$ cat config.mk
export PLATFORM = sky130hd
export DESIGN_NAME = dsl_front_flat
export DESIGN_NICKNAME = d
export VERILOG_FILES = /design/src/sv/dsl_pkg.sv /design/src/sv/dsl_ifs.sv /design/src/sv/dsl_front.sv /design/src/flat_wrapper.sv
export SDC_FILE = /design/constraint.sdc
export NUM_CORES = 1
export LEC_CHECK = 0
export BUFFER_PORTS_ARGS = -buffer_cell sky130_fd_sc_hd__buf_2
export CORE_AREA = 2 2 117 85
export DETAILED_ROUTE_END_ITERATION = 10
export DIE_AREA = 0 0 119 87
export HOLD_SLACK_MARGIN = 0.08
export PLACE_DENSITY = 0.71
export REMOVE_ABC_BUFFERS = 1
export SLEW_MARGIN = 20
export SYNTH_ARGS = -nofsm -noshare
export SYNTH_HDL_FRONTEND = slang
export SYNTH_SLANG_ARGS = --single-unit
export TNS_END_PERCENT = 100
$ cat constraint.sdc
create_clock -name clk -period 5.75 [get_ports clk]
set_clock_uncertainty 0.1 [all_clocks]
set_input_delay 0.2875 -clock clk [delete_from_list [all_inputs] [get_ports clk]]
set_output_delay 0.2875 -clock clk [all_outputs]
set_load 0.03 [all_outputs]
$ cat src/sv/dsl_pkg.sv
// Shared types, constants and helper functions of the string lookup core.
package dsl_pkg;

  localparam int PW = 22;
  localparam logic [PW-1:0] POS_MAX = 22'h3FFFFF;

  typedef enum logic [1:0] {
    K_GRAPH = 2'd0,
    K_KEY   = 2'd1,
    K_LAST  = 2'd2
  } kind_t;

  typedef struct packed {
    kind_t       kind;
    logic [16:0] addr;
    logic [7:0]  data;
  } item_t;

  localparam logic [1:0] ST_MISS  = 2'd0;
  localparam logic [1:0] ST_FOUND = 2'd1;
  localparam logic [1:0] ST_LONG  = 2'd2;

  localparam logic [7:0] OFS3_TAG  = 8'h60;
  localparam logic [7:0] OFS2_TAG  = 8'h40;
  localparam logic [7:0] MB_MARK   = 8'h1F;
  localparam logic [7:0] OFS1_MASK = 8'h3F;
  localparam logic [7:0] MB_LEAD   = 8'h80;
  localparam logic [7:0] MB_FOLLOW = 8'hC0;
  localparam logic [7:0] VAL_MASK  = 8'hE0;
  localparam logic [7:0] NIB_MASK  = 8'h0F;

  function automatic logic [2:0] mb_len(input logic [7:0] c);
    logic [2:0] r;
    case (c[7:4])
      4'hC, 4'hD: r = 3'd2;
      4'hE:       r = 3'd3;
      4'hF:       r = 3'd4;
      default:    r = 3'd0;
    endcase
    return r;
  endfunction

  function automatic logic [PW-1:0] sat_add(input logic [PW-1:0] a, input logic [20:0] b);
    logic [PW:0] s;
    s = {1'b0, a} + {2'b00, b};
    return s[PW] ? POS_MAX : s[PW-1:0];
  endfunction

  function automatic logic byte_match(input logic [7:0] m, input logic [7:0] k,
                                      input logic mba, input logic first);
    logic r;
    if (mba) begin
      r = first ? ((m ^ MB_LEAD) == k) : ((m ^ MB_FOLLOW) == k);
    end else if (mb_len(k) != 3'd0) begin
      r = (m == MB_MARK);
    end else begin
      r = (m == k);
    end
    return r;
  endfunction

endpackage

$ cat src/sv/dsl_ifs.sv
// Channel interfaces of the string lookup core.
interface dsl_in_if;
  logic        valid;
  logic        ready;
  logic        command;
  logic [16:0] graph_address;
  logic [7:0]  graph_byte;
  logic [7:0]  key_byte;
  logic        key_last;
  modport source (output valid, command, graph_address, graph_byte, key_byte, key_last,
                  input ready);
  modport sink (input valid, command, graph_address, graph_byte, key_byte, key_last,
                output ready);
endinterface


$ cat src/sv/dsl_front.sv
// Input classifier and item queue of the string lookup core.
module dsl_front
  import dsl_pkg::*;
(
  input  logic       clk,
  input  logic       rst_n,
  dsl_in_if.sink     in_ch,
  output logic       q_valid,
  output item_t      q_item,
  input  logic       q_ready
);

  localparam int DEPTH = 4;

  item_t      mem_r [DEPTH];
  logic [1:0] wp_r, wp_nxt, rp_r, rp_nxt;
  logic [2:0] cnt_r, cnt_nxt;
  item_t      cls;
  logic       push, pop;

  always_comb begin
    cls.addr = in_ch.graph_address;
    if (!in_ch.command) begin
      cls.kind = K_GRAPH;
      cls.data = in_ch.graph_byte;
    end else begin
      cls.kind = in_ch.key_last ? K_LAST : K_KEY;
      cls.data = in_ch.key_byte;
    end
  end

  assign in_ch.ready = (cnt_r != 3'(DEPTH));
  assign push = in_ch.valid && in_ch.ready;
  assign q_valid = (cnt_r != 3'd0);
  assign pop = q_valid && q_ready;
  assign q_item = mem_r[rp_r];

  always_comb begin
    wp_nxt = push ? wp_r + 2'd1 : wp_r;
    rp_nxt = pop ? rp_r + 2'd1 : rp_r;
    cnt_nxt = cnt_r + {2'b00, push} - {2'b00, pop};
  end

  always_ff @(posedge clk) begin
    if (push) begin
      mem_r[wp_r] <= cls;
    end
  end

  always_ff @(posedge clk) begin
    if (!rst_n) begin
      wp_r <= '0;
      rp_r <= '0;
      cnt_r <= '0;
    end else begin
      wp_r <= wp_nxt;
      rp_r <= rp_nxt;
      cnt_r <= cnt_nxt;
    end
  end

`ifndef NO_ASSERTIONS
  a_cnt_bound: assert property (@(posedge clk) disable iff (!rst_n)
    cnt_r <= 3'(DEPTH)) else $error("queue count out of range");
  a_cnt_step: assert property (@(posedge clk) disable iff (!rst_n)
    (push && !pop) |=> cnt_r == $past(cnt_r) + 3'd1) else $error("queue count lost a push");
  a_ptr_gap: assert property (@(posedge clk) disable iff (!rst_n)
    (wp_r - rp_r) == cnt_r[1:0]) else $error("queue pointers disagree with count");
`endif

endmodule

$ cat src/flat_wrapper.sv
// flat-port wrapper written by rule: the top's interface ports become plain ports
module dsl_front_flat import dsl_pkg::*;
  (clk, rst_n, q_valid, q_item, q_ready, in_ch_valid, in_ch_command, in_ch_graph_address, in_ch_graph_byte, in_ch_key_byte, in_ch_key_last, in_ch_ready);
  dsl_in_if in_ch_i ();
  input  logic clk;
  input  logic rst_n;
  output logic q_valid;
  output item_t q_item;
  input  logic q_ready;
  input wire logic [$bits(in_ch_i.valid)-1:0] in_ch_valid;
  input wire logic [$bits(in_ch_i.command)-1:0] in_ch_command;
  input wire logic [$bits(in_ch_i.graph_address)-1:0] in_ch_graph_address;
  input wire logic [$bits(in_ch_i.graph_byte)-1:0] in_ch_graph_byte;
  input wire logic [$bits(in_ch_i.key_byte)-1:0] in_ch_key_byte;
  input wire logic [$bits(in_ch_i.key_last)-1:0] in_ch_key_last;
  output wire logic [$bits(in_ch_i.ready)-1:0] in_ch_ready;
  assign in_ch_i.valid = in_ch_valid;
  assign in_ch_i.command = in_ch_command;
  assign in_ch_i.graph_address = in_ch_graph_address;
  assign in_ch_i.graph_byte = in_ch_graph_byte;
  assign in_ch_i.key_byte = in_ch_key_byte;
  assign in_ch_i.key_last = in_ch_key_last;
  assign in_ch_ready = in_ch_i.ready;
  dsl_front u_core (.clk(clk), .rst_n(rst_n), .in_ch(in_ch_i), .q_valid(q_valid), .q_item(q_item), .q_ready(q_ready));
endmodule
==> results.md <==
* Status: finished, final reports clean
* N_diodes at 0
* Starting Density at 48.4%
* Mapped Cells at 200
* Fin util at around 61%
* CORE AREA at between 9000 and 10000 um2
* Most frequent cells in the layout: edfxtp_1 (108), buf_2 (67), mux4_2 (20), clkbuf_16 (17), dlygate4sd3_1 (17)
* Post-route ant nets at 0
* DRT Pass-1 Iters at 6
* Total global routing overflow at 0
* Warnings from Yosys at 0
* Switch share at between 20% and 30%
* Power density over the cells at approximately 480 nW/um2
* Die X at ~120 um
* DRT Wirelength at slightly below 8000 um
* Final Non-Filler Cells at 440
* Largest net degree at the start of global routing at 28
* Global-route wire length before repair at 12300 um
* Clk root buf: clkbuf_16
* Slew headroom at roughly 38%
* Clk sink count at ~120
* Die height at approximately 87 um
* Worst-case clock buffer depth at 2
* Total Routing Usage GR at approximately 17%
* Die area at ~10000 um2
* Gate power share at a little under a quarter
* Post-route cell area at about 5700 um2
* Placed instance area at roughly 5000 um2
* Fmax achieved at between 0.3 and 0.4 GHz
* Final setup violation count at 0
* # port buffers at between 60 and 70
* Leak Pwr at ~2.0 nW
* Starting DRT DRC Count at 147
* Setup ws final at 3140 ps
* Synth cell types at 22
* Post-CTS Resized at 0
* Gpl congestion at approximately 0.74
* Row cnt at 30
* Max_cap viols at 0
* RSZ-0062 raised after global routing: false
* CTS tree: built
* Tightest Pin Transition at between 900 and 1000 ps
* Switching power at 0.776 mW
* CP Buf/Inv Count at 1
* Post-CTS setup buffer count at 0
* Initial antenna violation count at 0
* WL per Instance at about 18 um
* Path type of the worst min-delay path: primary input to flip-flop
* CP Launch Type: flip-flop
* Cells after DPL at 392
* Hold Violations, Final at 0
* Setup TNS at 0 ps
* CTS Hold Bufs at 17
* H-tree depth at 4
* # fillers at about 690
* Drc violations at 0
* TritonCTS Buffers at 17
* Cell Area, Synth at 4520 um2
* Setup WS pre-CTS at 3500 ps
* Share of layout cells above drive strength 1 at around two fifths
* Vias in the first global route at 2314
* Min cycle time layout at around 2600 ps
* Final cycle utilization of the critical path at a little under half
* Slowest cell on the critical path: dfxtp_2
* Internal power at a little under 2 mW
* Ports at between 60 and 70
* Net count, final at between 300 and 400
* Critical Path End Type: output pin
* Post-synthesis sequential area ratio at between 70% and 80%
* Peak supply drop at between 0.2 and 0.3 mV
* Flop pwr share at ~41%
* WP data arrival at 2220 ps
* Clock Pin Slew Worst Setup and Hold Paths at around 50 ps
* Commonest non-fill, non-tap cell in the layout: edfxtp_1
* CP max FO at 27
* Avg Cell Area, Syn at between 20 and 25 um2
* Seq cells post-synth at between 100 and 150
* Crit path largest cell delay at between 900 and 1000 ps
* Worst path top cell family by delay: flip-flops
* CP required at 5360 ps
* Clock power frac at between 30% and 40%
* Drt via density at a little over 5
* Crit path kind: flip-flop to output pin
* Syn-to-layout area delta at 26.5%
* Later-pin clock latency in the skew report at 400 ps
* Via count at 2227
* CP cell instances: mux4_1 > buf_2
* Slew Viols, Final at 0
==> worst paths after layout <==
kind | endpoint | slack, ps | cells after the start | from
min reg2reg | u_core.wp_r[1] | 400 | 2 | u_core.wp_r[1]
min | u_core.wp_r[1] | 120 | 3 | rst_n
max | q_item[0] | 3140 | 2 | flip-flop
max reg2reg | u_core.cnt_r[2] | 3470 | 9 | u_core.cnt_r[1]
==> power groups by stage <==
| stage | combinational, mW | clock (mW) | sequential, mW |
|---|---|---|---|
| 2_1_floorplan | 0.452 | 0 | 1.12 |
| 3_3_place_gp | 0.616 | 0 | 1.13 |
| 3_5_place_dp | 0.624 | 0 | 1.14 |
| 4_1_cts | 0.637 | 1.02 | 1.12 |
| 5_1_grt | 0.668 | 1.06 | 1.14 |
| 6_report | 0.627 | 1.00 | 1.12 |
==> state kept, by name (all words and copies together), names as in the netlist, named ones only <==
signal and count:
u_core.mem_r 108, u_core.wp_r 2, u_core.cnt_r 3, u_core.rp_r 2
==> routing by layer <==
layer  GRT usage, %  vias to the layer above  share of wire [%]
li1               -                     1022                  -
met1           21.5                     1128                 44
met2           25.8                       63                 49
met3           5.76                       14                5.3
met4           7.58                        0                1.6
met5              0                        -                  0
==> synthesized netlist by cell type <==
cell type / count / share of area (%)
dfxtp_1: 9 / 4.0
mux2_2: 8 / 2.0
buf_6: 1 / 0.25
inv_1: 5 / 0.41
a21boi_2: 1 / 0.25
buf_2: 4 / 0.44
buf_12: 2 / 0.88
and2_1: 8 / 1.1
ha_1: 6 / 1.7
edfxtp_1: 108 / 72
xnor2_1: 4 / 0.77
o311ai_1: 1 / 0.19
clkbuf_1: 1 / 0.083
nor2_1: 1 / 0.083
o31a_1: 1 / 0.19
mux4_1: 7 / 4.1
fa_1: 1 / 0.44
mux2i_1: 2 / 0.44
nor2b_1: 4 / 0.55
nand2_1: 5 / 0.41
mux4_2: 20 / 10
or3_1: 1 / 0.14
==> logic make-up after synthesis <==
family	after synthesis	share of synthesized area, %
AO/OA/AOI/OAI	3	0.636
XOR/XNOR	4	0.774
adder cells (fa/ha/maj)	7	2.10
buffers and inverters	13	2.07
flip-flops	117	75.7
multiplexers	37	16.5
AND/OR/NAND/NOR	19	2.30
==> worst min-delay path, delay by kind of cell <==
kind | cells | cell delay, ps
buf+inv | 1 | 150
simple gates | 1 | 70
mux | 1 | 60
==> through the flow <==
step	power, mW	hold WS, ps
2_1_floorplan	1.57	286
3_3_place_gp	1.75	390
3_5_place_dp	1.76	404
4_1_cts	2.78	105
5_1_grt	2.86	131
6_report	2.75	119
==> cell type report <==
type                       count  area, um2  share of cell area [%]
clock inverter                12        138                    2.40
tap                          128        160                    2.80
sequential                   117       3420                    59.8
inverter                       5       18.8                   0.328
clock buffer                  19        433                    7.56
multi-input combinational     70       1010                    17.6
timing repair buffer          89        543                    9.49
(Power assumes the default switching activity.)
